===== src/fbfc_pkg.sv =====
// ----------------------------------------------------------------------------
// fbfc_pkg
// Shared widths, types and register indexes of the force ball facet clearance
// block.
// ----------------------------------------------------------------------------
package fbfc_pkg;

  localparam int DataW   = 32;
  localparam int NumVals = 6;
  localparam int CfgIdxW = 2;
  localparam int CfgDatW = 32;
  localparam int MinW    = 48;

  localparam logic [CfgIdxW-1:0] CFG_DIMS_USED    = 2'd0;
  localparam logic [CfgIdxW-1:0] CFG_SCALE_FACTOR = 2'd1;
  localparam logic [CfgIdxW-1:0] CFG_NORM_FLOOR   = 2'd2;

  typedef struct packed {
    logic busy;
    logic done;
  } fbfc_unit_sts_t;

endpackage


===== src/fbfc_isqrt.sv =====
// ----------------------------------------------------------------------------
// fbfc_isqrt
// Digit-by-digit integer square root, one root bit per cycle.
// ----------------------------------------------------------------------------
module fbfc_isqrt
  import fbfc_pkg::*;
(
  input  logic           clk_i,
  input  logic           rst_ni,
  input  logic           start_i,
  input  logic [63:0]    radicand_i,
  output fbfc_unit_sts_t sts_o,
  output logic [31:0]    root_o
);

  logic [63:0] x_q, x_d;
  logic [33:0] rem_q, rem_d;
  logic [31:0] root_q, root_d;
  logic [5:0]  cnt_q, cnt_d;
  logic        busy_q, busy_d;
  logic        done_q, done_d;
  logic [35:0] rem_t;
  logic [35:0] trial;

  always_comb begin
    x_d    = x_q;
    rem_d  = rem_q;
    root_d = root_q;
    cnt_d  = cnt_q;
    busy_d = busy_q;
    done_d = 1'b0;
    rem_t  = {rem_q, x_q[63:62]};
    trial  = {2'b00, root_q, 2'b01};
    if (start_i && !busy_q) begin
      x_d    = radicand_i;
      rem_d  = '0;
      root_d = '0;
      cnt_d  = '0;
      busy_d = 1'b1;
    end else if (busy_q) begin
      x_d = {x_q[61:0], 2'b00};
      if (rem_t >= trial) begin
        rem_d  = 34'(rem_t - trial);
        root_d = {root_q[30:0], 1'b1};
      end else begin
        rem_d  = rem_t[33:0];
        root_d = {root_q[30:0], 1'b0};
      end
      cnt_d = cnt_q + 6'd1;
      if (cnt_q == 6'd31) begin
        busy_d = 1'b0;
        done_d = 1'b1;
      end
    end
  end

  always_ff @(posedge clk_i or negedge rst_ni) begin
    if (!rst_ni) begin
      busy_q <= 1'b0;
      done_q <= 1'b0;
      cnt_q  <= '0;
    end else begin
      busy_q <= busy_d;
      done_q <= done_d;
      cnt_q  <= cnt_d;
    end
  end

  always_ff @(posedge clk_i) begin
    x_q    <= x_d;
    rem_q  <= rem_d;
    root_q <= root_d;
  end

  assign sts_o  = '{busy: busy_q, done: done_q};
  assign root_o = root_q;

endmodule


===== config.mk =====
export PLATFORM = sky130hd
export DESIGN_NAME = fbfc_isqrt
export DESIGN_NICKNAME = d
export VERILOG_FILES = /design/src/fbfc_pkg.sv /design/src/fbfc_isqrt.sv
export SDC_FILE = /design/constraint.sdc
export NUM_CORES = 1
export LEC_CHECK = 0
export ABC_CLOCK_PERIOD_IN_PS = 3900
export BUFFER_PORTS_ARGS = -buffer_cell sky130_fd_sc_hd__buf_2
export CAP_MARGIN = 30
export CORE_MARGIN = 10
export CORE_UTILIZATION = 60
export CTS_BUF_LIST = sky130_fd_sc_hd__clkbuf_16
export DETAILED_ROUTE_END_ITERATION = 8
export PLACE_DENSITY = 0.83
export SYNTH_ARGS = -nofsm -noshare
export SYNTH_HDL_FRONTEND = slang
export SYNTH_SLANG_ARGS = --single-unit

===== constraint.sdc =====
create_clock -name clk_i -period 3.9 [get_ports clk_i]
set_input_delay 0.39 -clock clk_i [delete_from_list [all_inputs] [get_ports clk_i]]
set_output_delay 0.39 -clock clk_i [all_outputs]
set_load 0.01 [all_outputs]

==> results of run 1 <==
final cells by class:
class | count | area [um^2] | area share, %
clock buffer | 17 | 425 | 4.87
clock inverter | 15 | 173 | 1.98
inverter | 38 | 143 | 1.63
multi-input combinational | 616 | 3750 | 43.0
sequential | 138 | 3450 | 39.5
tap | 168 | 210 | 2.41
timing repair buffer | 109 | 583 | 6.68
worst reg2reg max path, cell delays in order, from the launching register on:
cell and delay, ns:
dfxtp_1 0.36, inv_1 0.07, ha_1 0.43, nand3_1 0.18, nor4_1 0.56, o211ai_1 0.25, a21oi_4 0.40, buf_4 0.30
mux2_4 0.32, a22o_1 0.17
metrics by stage:
| stage | hold slack, ns | std cells |
|---|---|---|
| finish | 0.216 | 1101 |
| global placement | 0.240 | 1068 |
| CTS | 0.210 | 1101 |
| global route | 0.225 | 1101 |
| detailed placement | 0.241 | 1068 |
| floorplan | 0.0944 | 840 |
cells in the mapped netlist, drive strengths merged, types with 11 or more instances:
cell type	n	share of area, %
ha	35	5.8
a21o	15	1.5
a21oi	38	2.6
a22o	20	2.3
inv	38	1.9
dfxtp	66	18
o21ai	27	2.0
clkbuf	37	1.9
xor2	12	1.4
nand2	264	13
xnor2	15	1.7
edfxtp	64	26
nor2	27	1.3
o31ai	33	3.3
buf	11	0.98
mux2	15	2.8
nand3	14	1.0
registers in the layout (all words and copies together), names as in the netlist:
| name | count |
|---|---|
| busy_q | 1 |
| cnt_q | 6 |
| done_q | 1 |
| rem_q | 34 |
| root_o | 32 |
| x_q | 64 |
power by group through the flow:
stage | sequential, mW | combinational [mW] | clock (mW)
5_1_grt | 2.82 | 6.41 | 1.71
2_1_floorplan | 2.72 | 4.53 | 0
4_1_cts | 2.75 | 5.70 | 1.65
3_5_place_dp | 2.76 | 5.67 | 0
6_report | 2.75 | 5.73 | 1.63
3_3_place_gp | 2.73 | 5.54 | 0
worst max path at each step:
stage / endpoint / slack (ns)
after floorplan: rem_q[11] / 1.31
after global placement: rem_q[15] / 0.97
after detailed placement: rem_q[20] / 0.83
after CTS: rem_q[15] / 0.81
after global routing: rem_q[15] / 0.52
final: rem_q[18] / 0.74
cells by family after synthesis:
| group | after synthesis | synth area share [%] |
|---|---|---|
| xor gates and xnor gates | 27 | 3.14 |
| muxes | 16 | 2.97 |
| buffers and inverters | 86 | 4.77 |
| DFF | 138 | 45.7 |
| AOI/OAI and AO/OA | 184 | 17.7 |
| and+or+nand+nor | 354 | 19.9 |
| adders and majority gates | 35 | 5.81 |
layer usage:
| metal | routed length (um) | up-vias | track usage (%) | part of all wire [%] |
|---|---|---|---|---|
| met3 | 1180 | 19 | 6.33 | 6.9 |
| met4 | 209 | 0 | 6.00 | 1.2 |
| li1 | - | 3101 | - | - |
| met1 | 7760 | 2854 | 24.4 | 45 |
| met5 | 0 | - | 0 | 0 |
| met2 | 8060 | 182 | 31.6 | 47 |
==> summary.txt, run 1 <==
Die
  – Starting Density: 62.0%
  – Die height: 132 um
  – Number of I/O pins: 101
  – Chip Width: 132 um
  – Core ar.: 0.0122 mm^2
  – Row Count: 40
  – Die ar.: 0.0174 mm^2

Finish
  – ANT cells: 0
  – P&R area growth vs syn: 15.9%
  – Fill cell total of the finished layout: 926
  – Most frequent cells in the layout: nand2_1, buf_2, dfxtp_1
  – Post-layout nets: 1,022
  – Layout Cell Area excl Fill: 0.00873 mm^2
  – Fin util: 71.8%
  – Most common cell after layout, fill and taps aside: nand2_1
  – Share of cells above drive strength 1: 19.2%

Routing
  – Remaining antenna violation count after routing: 0
  – 1st-iter DRT viols: 520
  – Vias per inst: 5.59
  – WL per Instance: 15.6 um
  – Detailed Routing Iterations Pass 1: 8
  – Post-route DRC violation count: 0
  – Routed wire length: 17.2 mm
  – Routed vias: 6,156

Synth
  – Sequential element share of the synthesized area: 45.7%
  – Mapped Cells: 840
  – Syn Area/Cell: 8.97 um^2
  – Ys async rst share: 5.80%
  – Synthesized cell area: 0.00753 mm^2
  – Post-synth EDFFs: 64
  – Post-synth top flop: dfxtp_1
  – Yosys warnings: 0
  – Yosys cell types: 67
  – Synth Register Bits: 138
  – Syn Nets: 942

STA
  – Max Slew Vio Count: 0
  – Fmax: 317 MHz
  – RSZ-0062 raised after global routing: no
  – Final WS setup: 0.741 ns
  – Final Hold Fails: 0
  – Max transition margin: 37.4%
  – Final setup violation count: 0
  – Clk_skew: 0.0110 ns
  – Setup TNS: 0 ns
  – Worst Tran Pin Value: 0.939 ns
  – Final period util: 81.0%
  – Final min period: 3.16 ns

Power and ir drop
  – Pwr per Cell Area: 1160 mW/mm^2
  – Sw frac: 40.9%
  – Power Internal: 5.97 mW
  – NetSw: 4.14 mW
  – Overall Power: 10.1 mW
  – Reg power frac: 27.2%
  – Maximum vdd drop: 0.472 mV
  – P_leak: 4.27 nW
  – Combinational power share: 56.7%
  – Clock share of power: 16.1%

Hold path
  – Hold Path Depth: 3
  – Worst Hold Launch: radicand_i[35]
  – HP Class: input pin to flop
  – Hold path endpoint: x_q[35]

Critical path
  – Setup crit start: root_o[28]
  – Crit path largest cell delay: 0.56 ns
  – CP arrival: 3.47 ns
  – WP depth: 9
  – Buf+Inv Stages, Crit Path: 2
  – Worst path slowest cell: nor4_1
  – CP endpoint kind: flop
  – CP startpoint kind: flop
  – WP data required: 4.21 ns
  – Setup slack, reg-to-reg: 0.74 ns
  – Reg2reg path depth: 9
  – Critical-path cell list: inv_1, ha_1, nand3_1, nor4_1, o211ai_1, a21oi_4, buf_4, mux2_4, a22o_1
  – Critical-path maximum fanout: 14
  – R2R Path End: rem_q[18]
  – Worst r2r src: root_o[28]
  – Crit path kind: flop to flop
  – CP delay by family, top: compound AO/OA/AOI/OAI gates

Status
  – Outcome: finished, final reports clean

GRT
  – Gr ovfl total: 0
  – Antenna violations before repair: 0
  – Largest net degree at the start of global routing: 66
  – Global-route wire length before repair: 29.0 mm
  – Total GRT Usage: 19.6%
  – Vias in the first global route: 6,223

CTS
  – Clock Latency Late Sink: 0.43 ns
  – Clk root buf: clkbuf_16
  – Max clock buf depth: 2
  – H-tree lvl count: 4
  – Post-CTS Hold Buffers: 1
  – Clk slew on worst S/H paths: 0.06 ns
  – TritonCTS Buffers: 17
  – TritonCTS Sinks: 138
  – Postcts setup bufs: 0
  – CTS tree: done
  – PostCTS Resize Cnt: 0

Flow run
  – Total of max-cap violations: 0

Placement
  – I/O Buffers: 100
  – Pre-CTS setup slack: 0.825 ns
  – Post-DP HPWL: 12.0 mm
  – Post-DP Area: 0.00813 mm^2
  – RD Place Congestion: 0.920
Note: power is estimated with default switching activity, not from simulation.
==> run 2, diff against run 1 <==
Settings changed: ABC_CLOCK_PERIOD_IN_PS 3900 to 2530, CORE_UTILIZATION 60 to 53, PLACE_DENSITY 0.83 to 0.77.
Clock period 3.9 ns to 2.53 ns, I/O delays scaled along.
==> run 2 against run 1 <==
  * The flow now finishes with violations (negative setup slack)
  * Clock skew decreased by 0.0022 ns
  * Sequential share of layout area decreased by 5.7 points
  * Global-route usage increased by 0.45 points
  * Worst setup slack got worse by 0.85 ns
  * Non-clock buffer count increased by 112
  * Via count increased by 13%
  * Die area increased by 11%
  * Count of clock-buffer cells in the layout unchanged
  * Highest routed layer unchanged
  * Wire length increased by 24%
  * Register-to-register slack got worse by 0.85 ns
  * Flip-flop and latch count unchanged
  * Core utilization increased by 2.5 points
==> summary.txt, run 2 (synthesized netlist as in run 1, its figures left out) <==
Routing
  – Routed wire length: 21.3 mm (+24%)
  – WL per Instance: 17.4 um (+11%)
  – Detailed Routing Iterations Pass 1: 5 (-3)
  – Vias per inst: 5.66 (+1.2%)
  – Post-route DRC violation count: 0 (unchanged)
  – 1st-iter DRT viols: 508 (-2.3%)
  – Remaining antenna violation count after routing: 0 (unchanged)
  – Routed vias: 6,940 (+13%)

Critical path
  – Setup slack, reg-to-reg: -0.10 ns (-0.85 ns)
  – Reg2reg path depth: 12 (+3)
  – CP arrival: 2.94 ns (-0.53 ns)
  – Setup crit start: x_q[62]
  – Worst path slowest cell: edfxtp_1
  – Crit path largest cell delay: 0.40 ns (-0.16 ns)
  – CP endpoint kind: flop
  – CP startpoint kind: flop
  – R2R Path End: rem_q[18]
  – Buf+Inv Stages, Crit Path: 3 (+1)
  – Crit path kind: flop to flop
  – WP data required: 2.84 ns (-1.37 ns)
  – CP delay by family, top: compound AO/OA/AOI/OAI gates
  – Critical-path maximum fanout: 8 (-6)
  – Setup crit end: rem_q[18]
  – WP depth: 12 (+3)
  – Worst r2r src: x_q[62]
  – Critical-path cell list: buf_4, buf_4, ha_1, nand3_1, nor3_2, a31oi_2, o21ai_2, nor3_2, a21oi_4, buf_12, mux2_4, a22o_1

STA
  – Final hold slack: 0.0843 ns (-0.131 ns)
  – Setup TNS: -1.30 ns (-1.30 ns)
  – Worst Tran Pin Value: 0.481 ns (-0.458 ns)
  – Final setup violation count: 22 (+22)
  – Final min period: 2.63 ns (-0.525 ns)
  – Max Slew Vio Count: 0 (unchanged)
  – Final Hold Fails: 0 (unchanged)
  – Final period util: 104% (+23 points)
  – Final WS setup: -0.104 ns (-0.845 ns)
  – Fmax: 380 MHz (+20%)
  – Clk_skew: 0.00884 ns (-0.00219 ns)
  – RSZ-0062 raised after global routing: yes
  – Max transition margin: 67.9% (+31 points)

Finish
  – Finished Layout Cells: 1,226 (+11%)
  – Share of cells above drive strength 1: 38.8% (+20 points)
  – Most common cell after layout, fill and taps aside: nand2_1
  – P&R area growth vs syn: 36.8%
  – Post-layout nets: 1,134 (+11%)
  – Multi-input logic area: 0.00440 mm^2 (+17%)
  – Max FFs per register: 64 (unchanged)
  – Top reg by flops: x_q
  – Most frequent cells in the layout: nand2_1, buf_4, buf_2
  – Fill cell total of the finished layout: 919 (-0.76%)
  – Register area: 0.00348 mm^2 (+0.94%)

CTS
  – TritonCTS Sinks: 138 (unchanged)
  – H-tree lvl count: 4 (unchanged)
  – Clk root buf: clkbuf_16
  – Max clock buf depth: 2 (unchanged)
  – CTS tree: done
  – TritonCTS Buffers: 17 (unchanged)
  – Clock Latency Late Sink: 0.43 ns (about the same)
  – Clk slew on worst S/H paths: 0.07 ns (about the same)

Status
  – Outcome: complete, but fails checks
  – Failing checks: negative setup slack

Die
  – Row Count: 43 (+7.5%)
  – Die ar.: 0.0194 mm^2 (+11%)
  – Core ar.: 0.0139 mm^2 (+14%)
  – Die height: 139 um (+5.4%)
  – Chip Width: 139 um (+5.4%)
  – Starting Density: 54.3% (-7.7 points)
  – Number of I/O pins: 101 (unchanged)

Placement
  – I/O Buffers: 100 (unchanged)
  – Post-DP HPWL: 13.1 mm (+9.2%)
  – Pre-CTS setup slack: -0.153 ns (-0.978 ns)
  – RD Place Congestion: 0.886 (-3.7%)
  – Cell count after placement: 1,169 (+9.5%)

Hold path
  – HP Class: input pin to flop

GRT
  – Antenna violations before repair: 2 (+2)
  – Gr ovfl total: 0 (unchanged)
  – Global-route wire length before repair: 32.7 mm (+13%)
  – Vias in the first global route: 6,841 (+9.9%)
  – Total GRT Usage: 20.1% (+0.45 points)
  – Largest net degree at the start of global routing: 65 (-1.5%)

Flow run
  – Total of max-cap violations: 0 (unchanged)
-- run 2: per-layer routing --
layer	vias up	wire, um	GRT usage (%)
li1	3339	-	-
met1	3275	8830	24.1
met2	270	10500	32.6
met3	56	1480	6.67
met4	0	581	7.47
met5	-	0	0
-- run 2: area by class of cell --
class / count / area share, %
Clock buffer: 17 / 4.13
Sequential cell: 138 / 33.7
Tap cell: 180 / 2.18
Multi-Input combinational cell: 616 / 42.7
Antenna cell: 1 / 0.0243
Inverter: 38 / 1.38
Timing Repair Buffer: 221 / 14.6
Clock inverter: 15 / 1.27
-- run 2: worst min-delay path by stage --
| stage | startpoint | endpoint | depth (start not counted) |
|---|---|---|---|
| 2_1_floorplan | rst_ni | busy_q | 0 |
| 3_3_place_gp | rst_ni | done_q | 1 |
| 3_5_place_dp | rst_ni | done_q | 1 |
| 4_1_cts | radicand_i[42] | x_q[42] | 3 |
| 5_1_grt | radicand_i[4] | x_q[4] | 3 |
| 6_report | radicand_i[32] | x_q[32] | 3 |
-- run 2: timing repair --
item	CTS	global route
pin swaps	32	32
buffers inserted	15	7
resized for setup	79	67
gates cloned	1	0
endpoints found under the setup margin	29	35
hold endpoints to repair	8	0
hold buffers	1	0
-- run 2: per-stage QoR --
stage / cell area [um^2] / util [%]
global placement: 8880 / 64.0
detailed placement: 8880 / 64.0
floorplan: 7570 / -
global route: 10300 / 74.3
CTS: 9990 / 72.0
finish: 10300 / 74.3
-- run 2: tightest hold or removal path: stages --
cell,delay (ns)
buf_2,0.07
nand2_1,0.04
nand2_1,0.05
Power of run 2 is left out: the tool's default activity adds up to more than one toggle a clock period on the data nets, which glitch-free logic cannot reach.
