--- src/fbfc_pkg.sv ---
// ----------------------------------------------------------------------------
// fbfc_pkg
// Shared widths, types and register indexes of the force ball facet clearance
// block.
// ----------------------------------------------------------------------------
package fbfc_pkg;

  localparam int DataW   = 32;
  localparam int NumVals = 6;
  localparam int CfgIdxW = 2;
  localparam int CfgDatW = 32;
  localparam int MinW    = 48;

  localparam logic [CfgIdxW-1:0] CFG_DIMS_USED    = 2'd0;
  localparam logic [CfgIdxW-1:0] CFG_SCALE_FACTOR = 2'd1;
  localparam logic [CfgIdxW-1:0] CFG_NORM_FLOOR   = 2'd2;

  typedef struct packed {
    logic busy;
    logic done;
  } fbfc_unit_sts_t;

endpackage

--- src/fbfc_div.sv ---
// ----------------------------------------------------------------------------
// fbfc_div
// Restoring unsigned divider, one quotient bit per cycle.
// ----------------------------------------------------------------------------
module fbfc_div
  import fbfc_pkg::*;
(
  input  logic           clk_i,
  input  logic           rst_ni,
  input  logic           start_i,
  input  logic [65:0]    dividend_i,
  input  logic [31:0]    divisor_i,
  output fbfc_unit_sts_t sts_o,
  output logic [65:0]    quotient_o
);

  logic [65:0] dq_q, dq_d;
  logic [32:0] rem_q, rem_d;
  logic [31:0] dvs_q, dvs_d;
  logic [6:0]  cnt_q, cnt_d;
  logic        busy_q, busy_d;
  logic        done_q, done_d;
  logic [33:0] rem_t;

  always_comb begin
    dq_d   = dq_q;
    rem_d  = rem_q;
    dvs_d  = dvs_q;
    cnt_d  = cnt_q;
    busy_d = busy_q;
    done_d = 1'b0;
    rem_t  = {rem_q, dq_q[65]};
    if (start_i && !busy_q) begin
      dq_d   = dividend_i;
      dvs_d  = divisor_i;
      rem_d  = '0;
      cnt_d  = '0;
      busy_d = 1'b1;
    end else if (busy_q) begin
      if (rem_t >= {2'b00, dvs_q}) begin
        rem_d = 33'(rem_t - {2'b00, dvs_q});
        dq_d  = {dq_q[64:0], 1'b1};
      end else begin
        rem_d = rem_t[32:0];
        dq_d  = {dq_q[64:0], 1'b0};
      end
      cnt_d = cnt_q + 7'd1;
      if (cnt_q == 7'd65) begin
        busy_d = 1'b0;
        done_d = 1'b1;
      end
    end
  end

  always_ff @(posedge clk_i or negedge rst_ni) begin
    if (!rst_ni) begin
      busy_q <= 1'b0;
      done_q <= 1'b0;
      cnt_q  <= '0;
    end else begin
      busy_q <= busy_d;
      done_q <= done_d;
      cnt_q  <= cnt_d;
    end
  end

  always_ff @(posedge clk_i) begin
    dq_q  <= dq_d;
    rem_q <= rem_d;
    dvs_q <= dvs_d;
  end

  assign sts_o      = '{busy: busy_q, done: done_q};
  assign quotient_o = dq_q;

endmodule

--- config.mk ---
export PLATFORM = sky130hd
export DESIGN_NAME = fbfc_div
export DESIGN_NICKNAME = d
export VERILOG_FILES = /design/src/fbfc_pkg.sv /design/src/fbfc_div.sv
export SDC_FILE = /design/constraint.sdc
export NUM_CORES = 1
export LEC_CHECK = 0
export BUFFER_PORTS_ARGS = -buffer_cell sky130_fd_sc_hd__buf_2
export CAP_MARGIN = 20
export CORE_ASPECT_RATIO = 1.25
export CORE_MARGIN = 4
export CORE_UTILIZATION = 50
export CTS_BUF_LIST = sky130_fd_sc_hd__clkbuf_8
export DETAILED_ROUTE_END_ITERATION = 10
export GPL_TIMING_DRIVEN = 1
export PLACE_DENSITY_LB_ADDON = 0.12
export REMOVE_ABC_BUFFERS = 1
export SYNTH_ARGS = -nofsm -noshare
export SYNTH_HDL_FRONTEND = slang
export SYNTH_SLANG_ARGS = --single-unit
--- constraint.sdc ---
create_clock -name clk_i -period 9.6 [get_ports clk_i]
set_input_delay 0.96 -clock clk_i [delete_from_list [all_inputs] [get_ports clk_i]]
set_output_delay 0.96 -clock clk_i [all_outputs]
set_load 0.02 [all_outputs]
==> run_results.csv, run 1 <==
group,metric,value,unit
timing,finalSetupViolations,0,
timing,fin_worst_skew,0.0153,ns
worst_setup_path,cp.arrival,4.23,ns
power,power_switching,1.28,mW
yosys,synth-seq-area-share,51.3,%
timing,rsz0062_at_grt,"no",
power,power_leakage,3.96,nW
cells_and_area,postLayoutCoreUtil,60.6,%
route,drt_wl_total,18100,um
route,first_pass_iters,5,
yosys,ys_warn_count,0,
die,die-area,0.0169,sq mm
route,dr_total_vias,6158,
die,io-pin-count,169,
clock_tree,cts_resized,0,
status,status,"finished clean",
yosys,synth_edf_count,98,
cells_and_area,nets,1082,
flow_run,max_cap_viol_count,0,
place,routabilityCongestion,0.893,
place,place_ws,5.70,ns
yosys,synth_cell_type_count,63,
worst_hold_path,hp-class,"in2async",
timing,finalHoldViolCount,0,
route,routedWlPerCell,15.9,um
timing,max_freq,256,MHz
global_routing,grt_pass1_wl,29600,um
power,p_sw_share,41.5,%
clock_tree,h-tree-depth,4,
worst_setup_path,cpMostUsedCell,"inv_1",
die,core_area,0.0145,sq mm
yosys,synthFlopType,"edfxtp_1",
route,viasPerCell,5.42,
power,internal_power,1.80,mW
clock_tree,cts_buffers,17,
die,fp.dieH,145,um
clock_tree,cts_sinks,140,
power,ir_drop,0.171,mV
cells_and_area,drive_gt1_share,22.8,%
clock_tree,hold_buffers,0,
global_routing,grt_use_total,22.3,%
worst_setup_path,rr_startpoint,"quotient_o[65]",
worst_setup_path,rr_worst_depth,13,
die,start_util,51.3,%
worst_setup_path,critical_path_required,9.93,ns
worst_setup_path,end_kind,"register",
timing,worst_slack,5.70,ns
global_routing,antenna_found_initial,1,
clock_tree,clock_latency,0.46,ns
worst_setup_path,criticalPathCategory,"reg2reg",
cells_and_area,fillCellCount,1291,
worst_setup_path,critical_path.max_stage_delay,0.72,ns
timing,maxSlewHeadroom,42.1,%
yosys,ys_top_cells_by_area,"edfxtp_1, nand2_1, dfxtp_1, ha_1, dfrtp_1",
cells_and_area,n_antenna_cell,0,
worst_setup_path,critPathMaxFanout,27,
route,ant_nets,0,
worst_setup_path,start_kind,"register",
power,p_clk_share,16.3,%
yosys,syn_avg_cell_area,9.40,sq um
power,power_frac_comb,47.7,%
yosys,syn_inst,793,
clock_tree,cts_tree,"yes",
timing,fin_tns_setup,0,ns
die,num_rows,49,
timing,finalCritPeriodShare,40.6,%
timing,finalMaxSlewViolations,0,
timing,tightest_slew,0.869,ns
clock_tree,clkTransAtPathRegs,0.08,ns
yosys,async_flop_share,6.43,%
global_routing,grt_pass1_vias,6119,
route,drc,0,
power,seqPwrFrac,36.1,%
cells_and_area,area_growth,18.0,%
cells_and_area,final_common_cell,"nand2_1",
place,place_hpwl,12900,um
yosys,synthesis.area,0.00746,sq mm
worst_setup_path,r2r-end,"rem_q[21]",
global_routing,grt.overflow.total,0,
timing,fin_crit,3.90,ns
worst_setup_path,worstPathCellList,"inv_1 -> ha_1 -> inv_1 -> fa_1 -> a211oi_1 -> o21ai_0 -> a41o_1 -> a22oi_1 -> a41oi_2 -> a31oi_4 -> buf_4 -> mux2i_1 -> o21ai_1",
power,p_per_area,349,mW/mm^2
clock_tree,clockBufferDepth,2,
yosys,ys_ff_latch,140,
yosys,synth_top_area_share,39.5,%
worst_setup_path,slowest_stage,"a31oi_4",
place,port_buffers,168,
yosys,synth_top_area_cell,"edfxtp_1",
die,die_w,117,um
cells_and_area,final_cell_mix,"nand2_1, buf_2, edfxtp_1",
worst_setup_path,r2r_slack,5.70,ns
global_routing,grt_max_degree,72,
route,drt_iter0_drc,320,
clock_tree,post_cts_buffers,0,
clock_tree,root_buffer,"clkbuf_8",
-- cell type report --
cell class                 count  area [sq um]  area share [%]
sequential                   140          3830            43.5
timing repair buffer         175           893            10.1
clock inverter                13           149            1.69
tap                          178           223            2.53
multi-input combinational    573          3300            37.5
inverter                      39           148            1.68
clock buffer                  19           262            2.97
-- synth_stat cells, types with 3 or more instances --
cell,count
o31ai_1,5
a32oi_1,4
buf_4,3
dfxtp_1,33
a21oi_1,35
xor2_1,14
nand2b_1,4
o21ai_0,27
dfrtp_1,9
xnor2_1,15
buf_1,3
a211oi_1,5
inv_1,38
o21bai_1,6
nand3_1,26
nor2b_1,3
o21ai_1,10
nor3_1,11
nand4_1,7
a31oi_1,9
nand2_1,250
o211ai_1,6
mux2i_1,10
ha_1,34
nor4_1,3
nor3b_1,4
edfxtp_1,98
a21o_1,15
buf_2,6
o311ai_0,11
clkbuf_1,27
nor2_1,23
-- worst max-delay path by stage --
stage                               from              to  cells past startpoint
final                     quotient_o[65]       rem_q[21]                     13
after global routing      quotient_o[65]       rem_q[15]                     13
after CTS                 quotient_o[65]       rem_q[21]                     13
after detailed placement  quotient_o[65]       rem_q[16]                     13
after global placement           start_i   quotient_o[6]                      7
after floorplan                   busy_q  quotient_o[10]                      5
-- power by group through the flow --
stage	combinational, mW	sequential, mW	clock (mW)
3_5_place_dp	1.48	1.11	0
4_1_cts	1.47	1.11	0.513
3_3_place_gp	1.45	1.11	0
2_1_floorplan	0.901	1.27	0
6_report	1.46	1.11	0.499
5_1_grt	1.64	1.14	0.534
-- sequential cells by signal, summed over array words and instances, names as in the netlist --
signal / count
done_q: 1
dvs_q: 32
busy_q: 1
rem_q: 33
quotient_o: 66
cnt_q: 7
-- cells by family after synthesis --
kind of cell | share of synthesized area, %
compound gates | 14.2
xor+xnor | 3.41
fa+ha+maj | 5.97
buf+inv | 4.48
flops | 51.3
mux | 1.34
simple gates | 19.2
-- critical path: cells and delay by family, from the launching register on --
kind / cells / cell delay [ns]
AOI/OAI and AO/OA: 7 / 2.03
adders and majority gates: 2 / 0.56
buffers and inverters: 3 / 0.54
DFF: 1 / 0.40
muxes: 1 / 0.22
-- per-layer routing --
| metal | global-route usage [%] | vias to the layer above | routed length (um) |
|---|---|---|---|
| met5 | 0 | - | 7 |
| met1 | 26.7 | 2839 | 7330 |
| met4 | 8.27 | 2 | 383 |
| met2 | 36.9 | 184 | 8940 |
| met3 | 7.66 | 33 | 1420 |
| li1 | - | 3100 | - |
-- metrics by stage --
step / cell area, sq um / instances / hold WS [ns] / power, mW
floorplan: 7270 / 752 / 0.432 / 2.17
global placement: 8390 / 1105 / 0.452 / 2.56
detailed placement: 8390 / 1105 / 0.463 / 2.59
CTS: 8800 / 1137 / 0.314 / 3.10
global route: 8800 / 1137 / 0.339 / 3.32
finish: 8800 / 1137 / 0.352 / 3.07
Note: power is estimated with default switching activity, not from simulation.
==> inputs of run 2 (changes only) <==
Settings changed: ABC_AREA set to 1.
Clock period 9.6 ns to 3.8 ns, I/O delays scaled along.
==> run 2 against run 1 <==
  * Total power rose to 2.7 times the previous value
  * Worst setup slack worse by 4.6 ns
  * Routed wire length up 22%
  * Worst hold slack worse by 0.24 ns
  * Largest power group unchanged
  * Fmax up 45%
==> run_results.csv, run 2 <==
group,metric,value,unit
status,status,"finished clean",
die,core_area,0.0164,sq mm
cells_and_area,area_growth,16.8,%
cells_and_area,final_common_cell,"nand2_1",
place,place_inst,1536,
worst_setup_path,r2r-end,"quotient_o[0]",
yosys,ys_warn_count,0,
clock_tree,cts_sinks,140,
worst_setup_path,r2r_slack,1.11,ns
timing,fin_worst_skew,0.0183,ns
yosys,synthFlopType,"edfxtp_1",
worst_setup_path,end_kind,"register",
worst_setup_path,criticalPathCategory,"reg2reg",
route,drc,0,
clock_tree,root_buffer,"clkbuf_8",
timing,finalMaxSlewViolations,0,
timing,fin_tns_setup,0,ns
yosys,synthesis.area,0.00848,sq mm
worst_setup_path,start_kind,"register",
timing,tightest_slew,0.882,ns
clock_tree,clkTransAtPathRegs,0.09,ns
die,die_w,124,um
route,drt_wl_total,22100,um
place,routabilityCongestion,0.942,
route,routedWlPerCell,14.1,um
yosys,ys_top_cells_by_area,"edfxtp_1, nand2_1, inv_1, dfxtp_1, ha_1",
route,ant_nets,0,
yosys,synth_top_area_share,34.7,%
worst_setup_path,critical_path.max_stage_delay,0.44,ns
route,first_pass_iters,6,
place,place_hpwl,16300,um
global_routing,grt_pass1_vias,7548,
global_routing,antenna_found_initial,0,
route,dr_total_vias,7633,
die,io-pin-count,169,
cells_and_area,largest_reg_flops,66,
clock_tree,cts_buffers,17,
timing,finalSetupViolations,0,
global_routing,grt_max_degree,83,
worst_setup_path,cp.arrival,2.90,ns
yosys,synth_cell_type_count,32,
worst_setup_path,critical_path_required,4.00,ns
worst_setup_path,rr_worst_depth,12,
worst_setup_path,slowest_stage,"fa_1",
cells_and_area,fin_cells,1569,
timing,rsz0062_at_grt,"no",
worst_hold_path,min_from,"divisor_i[26]",
worst_hold_path,holdPathEnd,"dvs_q[26]",
yosys,synth_edf_count,98,
timing,maxSlewHeadroom,41.2,%
timing,fin_crit,2.69,ns
die,start_util,51.7,%
yosys,synth.most_common_cell,"nand2_1",
cells_and_area,nets,1476,
place,port_buffers,168,
cells_and_area,postLayoutCoreUtil,60.4,%
global_routing,grt_use_total,23.4,%
worst_hold_path,worstHoldPathCells,1,
timing,max_freq,372,MHz
die,die-area,0.0191,sq mm
route,drt_iter0_drc,493,
timing,finalHoldViolCount,0,
cells_and_area,drive_gt1_share,16.5,%
clock_tree,clockBufferDepth,2,
yosys,synth-seq-area-share,45.2,%
yosys,async_flop_share,6.43,%
die,fp.dieH,154,um
yosys,ys_ff_latch,140,
clock_tree,h-tree-depth,4,
cells_and_area,fillCellCount,1668,
yosys,synth_top_area_cell,"edfxtp_1",
worst_hold_path,hp-class,"in2reg",
worst_setup_path,rr_startpoint,"quotient_o[65]",
worst_setup_path,critPathMaxFanout,34,
clock_tree,clock_latency,0.45,ns
global_routing,grt_pass1_wl,36500,um
clock_tree,cts_tree,"yes",
power,ir_drop,0.478,mV
cells_and_area,final_cell_mix,"nand2_1, inv_1, buf_2",
power,p_total,8.15,mW
die,num_rows,52,
worst_setup_path,cpMostUsedCell,"nand2_1",
power,p_per_area,823,mW/mm^2
power,power_leakage,5.36,nW
global_routing,grt.overflow.total,0,
yosys,synth_commonest_cells,"nand2_1, inv_1, edfxtp_1",
flow_run,max_cap_viol_count,0,
cells_and_area,n_antenna_cell,0,
yosys,syn_inst,1178,
route,viasPerCell,4.86,
yosys,syn_avg_cell_area,7.20,sq um
timing,finalCritPeriodShare,70.8,%
worst_setup_path,worstPathCellList,"inv_1 -> ha_1 -> inv_1 -> fa_1 -> nand3_1 -> nand3_2 -> nand2_1 -> nand2_2 -> nand2_4 -> nand3_4 -> nand2_1 -> nand2_1",
## run 2: cell types whose count changed after synthesis, sizes merged, moves of 30 or more
cell / previous run / this run
nand2: 251 / 559
nand3: 26 / 57
nor2: 23 / 54
inv: 38 / 191
nand4: 7 / 37
o21ai: 37 / 5
## run 2: critical path: cells and delay by family, from the launching register on
kind / cells / cell delay, ns
flops: 1 / 0.39
simple gates: 8 / 1.31
buf+inv: 2 / 0.15
fa+ha+maj: 2 / 0.58
## run 2: kinds of logic after synthesis
family | count (synthesis) | synth area share, %
AOI/OAI and AO/OA | 31 | 1.90
xor gates and xnor gates | 15 | 1.55
adders and majority gates | 35 | 5.25
buffers and inverters | 226 | 10.5
DFF | 140 | 45.2
and+or+nand+nor | 731 | 35.6
## run 2: area by class of cell
cell class	count	area [sq um]	share of cell area, %
Tap cell	216	270	2.73
Inverter	191	717	7.24
Clock buffer	17	234	2.36
Multi-Input combinational cell	812	3770	38.0
Timing Repair Buffer	178	931	9.40
Clock inverter	15	155	1.57
Sequential cell	140	3830	38.7
## run 2: where the power goes
group	internal (mW)	switching (mW)
Sequential	2.36	0.400
Combinational	1.48	2.69
Clock	0.544	0.674
## run 2: timing repair
action	4_1_cts	5_1_grt
endpoints found under the hold margin	9	0
buffers inserted	0	0
resized for setup	0	0
hold buffers	1	0
## run 2: worst max-delay path by stage
| stage | startpoint | end | slack (ns) | cells past startpoint |
|---|---|---|---|---|
| 3_5_place_dp | quotient_o[65] | quotient_o[0] | 1.11 | 12 |
| 5_1_grt | quotient_o[65] | quotient_o[0] | 0.84 | 12 |
| 3_3_place_gp | quotient_o[65] | quotient_o[0] | 1.16 | 12 |
| 4_1_cts | quotient_o[65] | quotient_o[0] | 1.09 | 12 |
| 6_report | quotient_o[65] | quotient_o[0] | 1.11 | 12 |
| 2_1_floorplan | busy_q | cnt_q[3] | -2.63 | 5 |
## run 2: per-stage QoR
step,setup WS (ns),hold WS [ns],area (sq um)
after floorplan,-2.63,0.0844,8300
after global placement,1.16,0.243,9510
after detailed placement,1.11,0.242,9510
after CTS,1.09,0.0747,9900
after global routing,0.840,0.0688,9900
final,1.11,0.107,9900
## run 2: layer usage
layer	part of all wire (%)	wire length, um	vias to the layer above	track usage [%]
met5	0	0	-	0
met3	7.3	1620	37	6.59
li1	-	-	3980	-
met2	48	10500	229	39.6
met4	2.2	492	0	7.94
met1	43	9460	3387	28.9
